--- src/rtl/sxb_pkg.sv ---
package sxb_pkg;

    // request function codes
    localparam logic [1:0] FUNC_DRAW  = 2'd0;
    localparam logic [1:0] FUNC_CLEAR = 2'd1;
    localparam logic [1:0] FUNC_READ  = 2'd2;
    localparam logic [1:0] FUNC_ACK   = 2'd3;

    // fixed-point reciprocal used for the origin wrap
    localparam int FRAC_BITS = 16;
    localparam int RECIP_W   = 17;
    localparam int PROD_W    = 8 + RECIP_W;

    // frame rows are always stored 64 pixels wide
    localparam int LINE_W = 64;

    typedef struct packed {
        logic [1:0] func;
        logic [7:0] x_pos;
        logic [7:0] y_pos;
        logic [3:0] row_index;
        logic [7:0] sprite_bits;
        logic       first_row;
        logic       last_row;
        logic [4:0] read_line;
    } t_req;

    typedef struct packed {
        logic              collision;
        logic              redraw_pending;
        logic [LINE_W-1:0] line_pixels;
        logic              sprite_done;
    } t_rsp;

    typedef enum logic [2:0] {
        ST_IDLE,
        ST_QUOT,
        ST_MOD,
        ST_READ,
        ST_EXEC
    } t_state;

    typedef struct packed {
        logic load;
        logic quot;
        logic modr;
        logic rd;
        logic exec;
    } t_cmd;

    typedef struct packed {
        logic out_full;
    } t_sts;

endpackage

--- src/rtl/sxb_stream_if.sv ---
interface sxb_stream_if #(
    parameter type T = logic
);
    logic valid;
    logic ready;
    T     data;

    modport source (output valid, output data, input ready);
    modport sink   (input valid, input data, output ready);
endinterface

--- src/rtl/sxb_ctrl.sv ---
module sxb_ctrl
    import sxb_pkg::*;
(
    input  logic i_clk,
    input  logic i_rst_n,
    input  logic i_in_valid,
    input  t_sts i_sts,
    output logic o_in_ready,
    output t_cmd o_cmd
);

    t_state r_state;
    t_state n_state;
    logic   w_accept;

    assign w_accept = i_in_valid && o_in_ready;

    // state register
    always_ff @(posedge i_clk) begin
        if (!i_rst_n) begin
            r_state <= ST_IDLE;
        end else begin
            r_state <= n_state;
        end
    end

    // next state
    always_comb begin
        n_state = r_state;
        case (r_state)
            ST_IDLE: begin
                if (w_accept) begin
                    n_state = ST_QUOT;
                end
            end
            ST_QUOT: n_state = ST_MOD;
            ST_MOD:  n_state = ST_READ;
            ST_READ: n_state = ST_EXEC;
            ST_EXEC: n_state = ST_IDLE;
            default: n_state = ST_IDLE;
        endcase
    end

    // command outputs
    always_comb begin
        o_in_ready = 1'b0;
        o_cmd      = '0;
        case (r_state)
            ST_IDLE: begin
                o_in_ready = !i_sts.out_full;
                o_cmd.load = i_in_valid && !i_sts.out_full;
            end
            ST_QUOT: o_cmd.quot = 1'b1;
            ST_MOD:  o_cmd.modr = 1'b1;
            ST_READ: o_cmd.rd   = 1'b1;
            ST_EXEC: o_cmd.exec = 1'b1;
            default: o_cmd      = '0;
        endcase
    end

endmodule

--- src/rtl/sxb_datapath.sv ---
module sxb_datapath
    import sxb_pkg::*;
#(
    parameter int SCREEN_WIDTH  = 64,
    parameter int SCREEN_HEIGHT = 32
) (
    input  logic i_clk,
    input  logic i_rst_n,
    input  t_cmd i_cmd,
    input  t_req i_in_data,
    input  logic i_out_ready,
    output logic o_out_valid,
    output t_rsp o_out_data,
    output t_sts o_sts
);

    localparam int ROW_W   = $clog2(SCREEN_HEIGHT);
    localparam int SUM_W   = $clog2(SCREEN_HEIGHT + 15);
    localparam int RECIP_X = ((1 << FRAC_BITS) + SCREEN_WIDTH - 1) / SCREEN_WIDTH;
    localparam int RECIP_Y = ((1 << FRAC_BITS) + SCREEN_HEIGHT - 1) / SCREEN_HEIGHT;
    localparam logic [7:0]        WIDTH_8  = 8'(SCREEN_WIDTH);
    localparam logic [7:0]        HEIGHT_8 = 8'(SCREEN_HEIGHT);
    localparam logic [SUM_W-1:0]  HEIGHT_S = SUM_W'(SCREEN_HEIGHT);
    localparam logic [LINE_W-1:0] COL_MASK = {LINE_W{1'b1}} << (LINE_W - SCREEN_WIDTH);

    t_req               r_req;
    logic [7:0]         r_qx;
    logic [7:0]         r_qy;
    logic [5:0]         r_xm;
    logic [SUM_W-1:0]   r_row;
    logic [ROW_W-1:0]   r_addr;
    logic               r_in_range;
    logic [LINE_W-1:0]  r_rd_data;
    logic               r_rd_vld;
    logic [LINE_W-1:0]  r_mem [SCREEN_HEIGHT];
    logic [SCREEN_HEIGHT-1:0] r_row_valid;
    logic               r_collision;
    logic               r_redraw;
    logic               r_out_valid;
    t_rsp               r_rsp;

    logic [PROD_W-1:0]  w_prod_x;
    logic [PROD_W-1:0]  w_prod_y;
    logic [7:0]         w_xm;
    logic [7:0]         w_ym;
    logic [SUM_W-1:0]   w_sel;
    logic [LINE_W-1:0]  w_cur;
    logic [LINE_W-1:0]  w_pattern;
    logic               w_hit;
    logic               w_draw_on;
    logic               n_collision;
    logic               n_redraw;
    t_rsp               n_rsp;

    // request capture
    always_ff @(posedge i_clk) begin
        if (i_cmd.load) begin
            r_req <= i_in_data;
        end
    end

    // origin wrap: quotient by reciprocal multiply
    assign w_prod_x = PROD_W'(r_req.x_pos) * PROD_W'(RECIP_X);
    assign w_prod_y = PROD_W'(r_req.y_pos) * PROD_W'(RECIP_Y);

    always_ff @(posedge i_clk) begin
        if (i_cmd.quot) begin
            r_qx <= 8'(w_prod_x >> FRAC_BITS);
            r_qy <= 8'(w_prod_y >> FRAC_BITS);
        end
    end

    // origin wrap: remainder and target row
    assign w_xm = r_req.x_pos - 8'(r_qx * WIDTH_8);
    assign w_ym = r_req.y_pos - 8'(r_qy * HEIGHT_8);

    always_ff @(posedge i_clk) begin
        if (i_cmd.modr) begin
            r_xm  <= w_xm[5:0];
            r_row <= SUM_W'(w_ym) + SUM_W'(r_req.row_index);
        end
    end

    // frame row read
    assign w_sel = (r_req.func == FUNC_DRAW) ? r_row : SUM_W'(r_req.read_line);

    always_ff @(posedge i_clk) begin
        if (i_cmd.rd) begin
            r_addr     <= w_sel[ROW_W-1:0];
            r_in_range <= w_sel < HEIGHT_S;
            r_rd_data  <= r_mem[w_sel[ROW_W-1:0]];
            r_rd_vld   <= r_row_valid[w_sel[ROW_W-1:0]];
        end
    end

    // rows never written since the last clear read as blank
    assign w_cur     = r_rd_vld ? r_rd_data : '0;
    assign w_pattern = ({r_req.sprite_bits, 56'd0} >> r_xm) & COL_MASK;
    assign w_hit     = (w_cur & w_pattern) != '0;
    assign w_draw_on = (r_req.func == FUNC_DRAW) && r_in_range;

    // frame row write back
    always_ff @(posedge i_clk) begin
        if (i_cmd.exec && w_draw_on) begin
            r_mem[r_addr] <= w_cur ^ w_pattern;
        end
    end

    // flag update and result assembly
    always_comb begin
        n_collision = r_collision;
        n_redraw    = r_redraw;
        n_rsp       = '0;
        case (r_req.func)
            FUNC_DRAW: begin
                if (r_req.first_row) begin
                    n_collision = 1'b0;
                end
                if (r_in_range) begin
                    n_collision = n_collision | w_hit;
                    n_redraw    = 1'b1;
                end
                n_rsp.sprite_done = r_req.last_row;
            end
            FUNC_READ: begin
                if (r_in_range) begin
                    n_rsp.line_pixels = w_cur & COL_MASK;
                end
            end
            FUNC_ACK: n_redraw = 1'b0;
            default: n_rsp = '0;
        endcase
        n_rsp.collision      = n_collision;
        n_rsp.redraw_pending = n_redraw;
    end

    // control state: flags, row valid bits, output register
    always_ff @(posedge i_clk) begin
        if (!i_rst_n) begin
            r_collision <= 1'b0;
            r_redraw    <= 1'b0;
            r_row_valid <= '0;
            r_out_valid <= 1'b0;
        end else begin
            if (r_out_valid && i_out_ready) begin
                r_out_valid <= 1'b0;
            end
            if (i_cmd.exec) begin
                r_collision <= n_collision;
                r_redraw    <= n_redraw;
                r_out_valid <= 1'b1;
                if (r_req.func == FUNC_CLEAR) begin
                    r_row_valid <= '0;
                end else if (w_draw_on) begin
                    r_row_valid[r_addr] <= 1'b1;
                end
            end
        end
    end

    // result payload
    always_ff @(posedge i_clk) begin
        if (i_cmd.exec) begin
            r_rsp <= n_rsp;
        end
    end

    assign o_out_valid    = r_out_valid;
    assign o_out_data     = r_rsp;
    assign o_sts.out_full = r_out_valid;

endmodule

--- src/rtl/sprite_xor_blitter_top.sv ---
// One-bit sprite blitter with a SCREEN_WIDTH x SCREEN_HEIGHT frame store. Each request
// draws one 8-pixel sprite row with XOR (clipped at the right and bottom edges, origin
// wrapped to the screen), clears the screen, reads one frame row, or acknowledges a
// redraw, and returns exactly one response carrying the collision and redraw-pending
// flags. The request is captured at acceptance, and the response is valid once these
// steps are done: reciprocal multiply for the origin wrap, remainder and row add,
// registered frame memory read, then the read-modify-write and flag update. The frame
// memory has a single port, so one request is in flight at a time; a new request is
// taken the cycle after the response register empties. Clear screen resets the per-row
// valid bits rather than the frame memory, so there is no clearing pass after reset.
module sprite_xor_blitter_top
    import sxb_pkg::*;
#(
    parameter int SCREEN_WIDTH  = 64,
    parameter int SCREEN_HEIGHT = 32
) (
    input  logic         i_clk,
    input  logic         i_rst_n,
    sxb_stream_if.sink   i_req,
    sxb_stream_if.source o_rsp
);

    t_cmd w_cmd;
    t_sts w_sts;
    t_req w_req_data;
    t_rsp w_rsp_data;

    assign w_req_data = i_req.data;
    assign o_rsp.data = w_rsp_data;

    // sequencer
    sxb_ctrl u_ctrl (
        .i_clk      (i_clk),
        .i_rst_n    (i_rst_n),
        .i_in_valid (i_req.valid),
        .i_sts      (w_sts),
        .o_in_ready (i_req.ready),
        .o_cmd      (w_cmd)
    );

    // frame store and flag datapath
    sxb_datapath #(
        .SCREEN_WIDTH  (SCREEN_WIDTH),
        .SCREEN_HEIGHT (SCREEN_HEIGHT)
    ) u_datapath (
        .i_clk       (i_clk),
        .i_rst_n     (i_rst_n),
        .i_cmd       (w_cmd),
        .i_in_data   (w_req_data),
        .i_out_ready (o_rsp.ready),
        .o_out_valid (o_rsp.valid),
        .o_out_data  (w_rsp_data),
        .o_sts       (w_sts)
    );

endmodule

--- src/flat_wrapper.sv ---
// flat-port wrapper written by rule: the top's interface ports become plain ports
module sprite_xor_blitter_top_flat import sxb_pkg::*;
#(
    parameter int SCREEN_WIDTH  = 64,
    parameter int SCREEN_HEIGHT = 32
)
  (i_clk, i_rst_n, i_req_valid, i_req_data, i_req_ready, o_rsp_valid, o_rsp_data, o_rsp_ready);
  sxb_stream_if #(.T(t_req)) i_req_i ();
  sxb_stream_if #(.T(t_rsp)) o_rsp_i ();
  input  logic i_clk;
  input  logic i_rst_n;
  input wire logic [$bits(i_req_i.valid)-1:0] i_req_valid;
  input wire logic [$bits(i_req_i.data)-1:0] i_req_data;
  output wire logic [$bits(i_req_i.ready)-1:0] i_req_ready;
  output wire logic [$bits(o_rsp_i.valid)-1:0] o_rsp_valid;
  output wire logic [$bits(o_rsp_i.data)-1:0] o_rsp_data;
  input wire logic [$bits(o_rsp_i.ready)-1:0] o_rsp_ready;
  assign i_req_i.valid = i_req_valid;
  assign i_req_i.data = i_req_data;
  assign i_req_ready = i_req_i.ready;
  assign o_rsp_valid = o_rsp_i.valid;
  assign o_rsp_data = o_rsp_i.data;
  assign o_rsp_i.ready = o_rsp_ready;
  sprite_xor_blitter_top #(.SCREEN_WIDTH(SCREEN_WIDTH), .SCREEN_HEIGHT(SCREEN_HEIGHT)) u_core (.i_clk(i_clk), .i_rst_n(i_rst_n), .i_req(i_req_i), .o_rsp(o_rsp_i));
endmodule
--- config.mk ---
export PLATFORM = sky130hd
export DESIGN_NAME = sprite_xor_blitter_top_flat
export DESIGN_NICKNAME = d
export VERILOG_FILES = /design/src/rtl/sxb_pkg.sv /design/src/rtl/sxb_stream_if.sv /design/src/rtl/sxb_ctrl.sv /design/src/rtl/sxb_datapath.sv /design/src/rtl/sprite_xor_blitter_top.sv /design/src/flat_wrapper.sv
export SDC_FILE = /design/constraint.sdc
export NUM_CORES = 2
export LEC_CHECK = 0
export ABC_AREA = 1
export BUFFER_PORTS_ARGS = -buffer_cell sky130_fd_sc_hd__buf_2
export CORE_ASPECT_RATIO = 1.4
export CORE_MARGIN = 8
export CORE_UTILIZATION = 59
export DETAILED_ROUTE_END_ITERATION = 8
export GPL_ROUTABILITY_DRIVEN = 0
export PLACE_DENSITY = 0.75
export SYNTH_ARGS = -nofsm -noshare
export SYNTH_HDL_FRONTEND = slang
export SYNTH_HIERARCHICAL = 1
export SYNTH_SLANG_ARGS = --single-unit
--- constraint.sdc ---
create_clock -name i_clk -period 14.8 [get_ports i_clk]
set_input_delay 1.48 -clock i_clk [delete_from_list [all_inputs] [get_ports i_clk]]
set_output_delay 1.48 -clock i_clk [all_outputs]
set_load 0.05 [all_outputs]
==> flow_summary.rst <==
.. list-table::
   :header-rows: 1

   * - Metric
     - Value
   * - Top cell type by total area after synthesis
     - sky130_fd_sc_hd__edfxtp_1
   * - Worst skew pair latency
     - 860 ps
   * - Terminus of the critical flop-to-flop path
     - u_core/u_datapath/r_rd_data[24]
   * - Type of destination of the critical path
     - flop
   * - Critical path launch point type
     - flop
   * - Cell with the most instances on the worst path
     - sky130_fd_sc_hd__nand2_1
   * - Vias in the first global route
     - 63500
   * - Pwr/cell area
     - ~140 nW/um^2
   * - Required time of the critical path
     - 15390 ps
   * - Sum of routed wire length over all layers
     - 269000 um
   * - Gr usage total
     - between 30% and 40%
   * - Post-CTS setup buffer count
     - 0
   * - HP Start
     - u_core/u_datapath/r_row_valid[25]
   * - Post-Synthesis Cell Area
     - roughly 94000 um^2
   * - Initial Util
     - roughly three fifths
   * - Switching portion of total power
     - 25.4%
   * - First-pass GRT wire length
     - 391000 um
   * - Via total after detailed routing
     - around 65000
   * - Layout cells sized above 1
     - 7.18%
   * - Routed vias/inst
     - 6.36
   * - Sequential power share
     - 51.5%
   * - Clock Tree Root
     - sky130_fd_sc_hd__clkbuf_16
   * - Flip-flop and latch count after synthesis
     - between 2000 and 2500
   * - Number of hold buffers added after CTS
     - 0
   * - Endpoint of the worst hold-timing path
     - u_core/u_datapath/r_row_valid[25]
   * - Setup Total Neg Slack
     - 0 ps
   * - Leakage Power
     - 38.1 nW
   * - Pin count of the biggest net entering global routing
     - 214
   * - Achievable frequency
     - 0.171 GHz
   * - Number of port buffers
     - 105
   * - Maximum root-to-sink buffer count
     - 3
   * - Pre-CTS worst setup slack
     - a little over 9000 ps
   * - Cells along the critical path
     - inv_1 -> ha_1 -> buf_4 -> inv_2 -> nand2_1 -> nand2_4 -> buf_12 -> buf_4 -> buf_4 -> nand2_1 -> nand3_1 -> nand3_1 -> nand3_1 -> nand2_1 -> nand2_1 -> nand2_1
   * - Number of distinct library cells after synthesis
     - 33
   * - Number of remaining DRC errors
     - 0
   * - Overall die area
     - 172000 um^2
   * - Post-CTS Resized
     - 0
   * - Post-route cell area
     - 103000 um^2
   * - Horizontal extent of the die
     - 353 um
   * - FF-to-FF setup slack
     - a little under 9000 ps
   * - Placeable core region
     - around 160000 um^2
   * - CP max stage cell
     - sky130_fd_sc_hd__nand2_4
   * - Worst-margin pin slew
     - between 1000 and 1500 ps
   * - Antenna Nets Post-Route
     - 0
   * - Syn Area/Cell
     - 11.6 um^2
   * - Portion of the clock cycle consumed by the worst path in the final layout
     - between 30% and 40%
   * - Final slew viol count
     - 0
   * - Total number of clock tree sinks
     - 2270
   * - Cells on worst reg2reg path
     - 16
   * - Max capacitance violation total
     - 0
   * - Status
     - complete, no violations
   * - TritonCTS clock tree
     - built
   * - Maximum resistive drop on vdd
     - between 0.1 and 0.15 mV
   * - Number of CTS-inserted buffers
     - 197
   * - Synth Instances
     - 8079
   * - Type of the worst setup path
     - flop to flop
   * - Arrival time of data at the critical path endpoint
     - around 6400 ps
   * - Clock slew seen by the registers of the worst setup and hold paths
     - 60 ps
   * - Maximum cell stage delay along the critical path
     - 840 ps
   * - Sequential fraction of the synthesis area
     - 72.3%
   * - Hold Path Class
     - flop to flop
   * - Detailed Route Iter0 Violations
     - 9657
   * - Startpoint of the lowest-slack register-to-register path
     - u_core/u_datapath/r_req[35]
   * - Total nets after synthesis
     - 8195
   * - Post-DP HPWL
     - ~140000 um
   * - Internal power component
     - 10.4 mW
   * - Remaining global-route overflow
     - 0
   * - Worst Hold Margin
     - 452 ps
   * - Post-layout min period
     - 5860 ps
   * - Antenna violations before repair
     - 3
   * - Proportion of power drawn by the clock network
     - 36.7%
   * - Htree depth
     - 4
   * - Average detailed-routed wire length per instance
     - 26.1 um
   * - I/O pin total
     - 110
   * - Slew HR
     - 10.8%
   * - Final worst-path setup slack
     - slightly below 9000 ps
   * - Hold Path Cell Cnt
     - 2
   * - Die height
     - about 490 um
   * - Final setup violation count
     - 0
   * - Total Nets Final
     - 8138
   * - Synth area leaders
     - sky130_fd_sc_hd__edfxtp_1 71%, sky130_fd_sc_hd__nand3_1 11%, sky130_fd_sc_hd__nand2_1 8.6%
   * - 1st-pass router iterations
     - 6
   * - Number of rows created at floorplan
     - 173
   * - Setup skew after layout
     - 60.1 ps
   * - Setup repair after global routing missed its margin
     - no
   * - Final Hold Vio Count
     - 0
   * - Area share of the largest cell type after synthesis
     - 71.5%
   * - DP Area
     - approximately 96000 um^2
   * - Layout-stage area growth over the synthesis result
     - 9.34%
   * - Sw Pwr
     - between 3 and 4 mW
   * - Maximum fanout along the worst path
     - about 180
   * - Combinational share of power
     - 11.9%
   * - Final Power
     - 13.9 mW
   * - Warnings from Yosys
     - 6
## worst max path at each step
| stage | startpoint | to |
|---|---|---|
| after floorplan | u_core/u_ctrl/r_state[2] | u_core/u_datapath/r_mem[12][0] |
| final | u_core/u_datapath/r_req[35] | u_core/u_datapath/r_rd_data[24] |
| after global routing | u_core/u_datapath/r_req[36] | u_core/u_datapath/r_rd_data[32] |
| after global placement | u_core/u_datapath/r_req[35] | u_core/u_datapath/r_rd_data[24] |
| after CTS | u_core/u_datapath/r_req[35] | u_core/u_datapath/r_rd_data[24] |
| after detailed placement | u_core/u_datapath/r_req[35] | u_core/u_datapath/r_rd_data[24] |
## synth_stat cells
cell type and count:
sky130_fd_sc_hd__o21ai_1 2, sky130_fd_sc_hd__o21ai_2 1, sky130_fd_sc_hd__o21ai_0 21, sky130_fd_sc_hd__dfxtp_1 38, sky130_fd_sc_hd__a21oi_2 1, sky130_fd_sc_hd__buf_4 15
sky130_fd_sc_hd__o211ai_1 1, sky130_fd_sc_hd__nor2_2 1, sky130_fd_sc_hd__nor3_1 48, sky130_fd_sc_hd__or2_2 2, sky130_fd_sc_hd__clkbuf_1 184, sky130_fd_sc_hd__buf_1 65
sky130_fd_sc_hd__and2_1 1, sky130_fd_sc_hd__inv_2 5, sky130_fd_sc_hd__o31ai_1 1, sky130_fd_sc_hd__clkinv_1 2, sky130_fd_sc_hd__nand4_1 23, sky130_fd_sc_hd__a21oi_1 38
sky130_fd_sc_hd__or2_1 2, sky130_fd_sc_hd__ha_1 75, sky130_fd_sc_hd__inv_1 529, sky130_fd_sc_hd__nand2_2 4, sky130_fd_sc_hd__nand3b_1 56, sky130_fd_sc_hd__nor2_1 184
sky130_fd_sc_hd__xor2_1 4, sky130_fd_sc_hd__xnor2_1 2, sky130_fd_sc_hd__nand2_4 1, sky130_fd_sc_hd__buf_2 246, sky130_fd_sc_hd__nand2_1 2158, sky130_fd_sc_hd__edfxtp_1 2232
sky130_fd_sc_hd__nand3_1 2123, sky130_fd_sc_hd__a31oi_1 12, sky130_fd_sc_hd__nor4_1 2
## routing by layer
metal | track usage [%] | up-vias | share of wire [%]
met5 | 0 | - | 0
met4 | 17.9 | 0 | 6.6
met3 | 6.02 | 1015 | 13
met2 | 50.1 | 5055 | 47
met1 | 37.2 | 31300 | 33
li1 | - | 28000 | -
## worst max-delay path: cells and delay by family, from the launching register on
| kind | cells | cell delay (ps) |
|---|---|---|
| flops | 1 | 350 |
| buf+inv | 6 | 2710 |
| fa+ha+maj | 1 | 210 |
| simple gates | 9 | 1930 |
## cell type report
cell class | count | area, um^2
antenna | 3 | 7.51
clock buffer | 249 | 5210
clock inverter | 119 | 1180
fill | 11200 | 55700
inverter | 536 | 2030
multi-input combinational | 4763 | 22000
sequential | 2270 | 67800
tap | 2100 | 2630
timing repair buffer | 254 | 1710
## state kept, by name, summed over array words and instances, names as in the netlist
register	count
u_core/u_datapath/o_out_valid	1
u_core/u_datapath/r_qy	1
u_core/u_datapath/r_xm	6
u_core/u_datapath/r_rd_vld	1
u_core/u_datapath/r_redraw	1
u_core/u_datapath/r_in_range	1
u_core/u_datapath/r_mem	2048
u_core/u_datapath/r_addr	5
u_core/u_datapath/r_collision	1
u_core/u_datapath/o_out_data	67
u_core/u_datapath/r_rd_data	64
u_core/u_datapath/r_row_valid	32
u_core/u_ctrl/r_state	3
u_core/u_datapath/r_req	33
u_core/u_datapath/r_row	6
## through the flow
stage | instances | util, %
after CTS | 10300 | 64.8
after detailed placement | 9923 | 60.8
after global placement | 9923 | 60.8
final | 10300 | 64.8
after global routing | 10300 | 64.8
after floorplan | 8079 | -
## power by group through the flow
stage,combinational (mW),clock [mW],sequential (mW)
finish,1.66,5.11,7.18
global route,1.78,5.36,7.18
CTS,1.62,5.13,7.18
detailed placement,1.61,0,7.32
global placement,1.56,0,7.32
floorplan,1.11,0,7.31
## logic make-up (layout without fill, tap and decap cells)
group / count (synthesis) / count (layout) / synth area share, %
simple gates: 4605 / 4605 / 21.7
flops: 2270 / 2270 / 72.3
buf+inv: 1046 / 1158 / 4.57
compound gates: 77 / 77 / 0.440
fa+ha+maj: 75 / 75 / 1.00
xor+xnor: 6 / 6 / 0.0560
other cells: 0 / 3 / 0
## layout by cell type (no fill, tap or decap), types with 3 or more instances in the layout
master,count
sky130_fd_sc_hd__buf_2,105
sky130_fd_sc_hd__clkinv_4,5
sky130_fd_sc_hd__dfxtp_1,38
sky130_fd_sc_hd__clkbuf_16,200
sky130_fd_sc_hd__buf_4,144
sky130_fd_sc_hd__clkbuf_1,47
sky130_fd_sc_hd__edfxtp_1,2232
sky130_fd_sc_hd__o21ai_0,20
sky130_fd_sc_hd__inv_8,3
sky130_fd_sc_hd__nand2_1,2156
sky130_fd_sc_hd__inv_1,528
sky130_fd_sc_hd__diode_2,3
sky130_fd_sc_hd__clkinvlp_4,8
sky130_fd_sc_hd__bufinv_16,18
sky130_fd_sc_hd__nand3b_1,56
sky130_fd_sc_hd__inv_6,6
sky130_fd_sc_hd__nand3_1,2123
sky130_fd_sc_hd__xor2_1,4
sky130_fd_sc_hd__ha_1,75
sky130_fd_sc_hd__inv_16,3
sky130_fd_sc_hd__nor3_2,33
sky130_fd_sc_hd__nand4_1,23
sky130_fd_sc_hd__a31oi_1,12
sky130_fd_sc_hd__o21ai_4,3
sky130_fd_sc_hd__a21oi_1,37
sky130_fd_sc_hd__clkinv_2,30
sky130_fd_sc_hd__nor2_1,182
sky130_fd_sc_hd__nor3_1,15
sky130_fd_sc_hd__buf_12,5
sky130_fd_sc_hd__clkinv_1,46
sky130_fd_sc_hd__nand2_8,4
sky130_fd_sc_hd__clkinv_8,3
No activity file was read; power rests on OpenSTA's default activity.
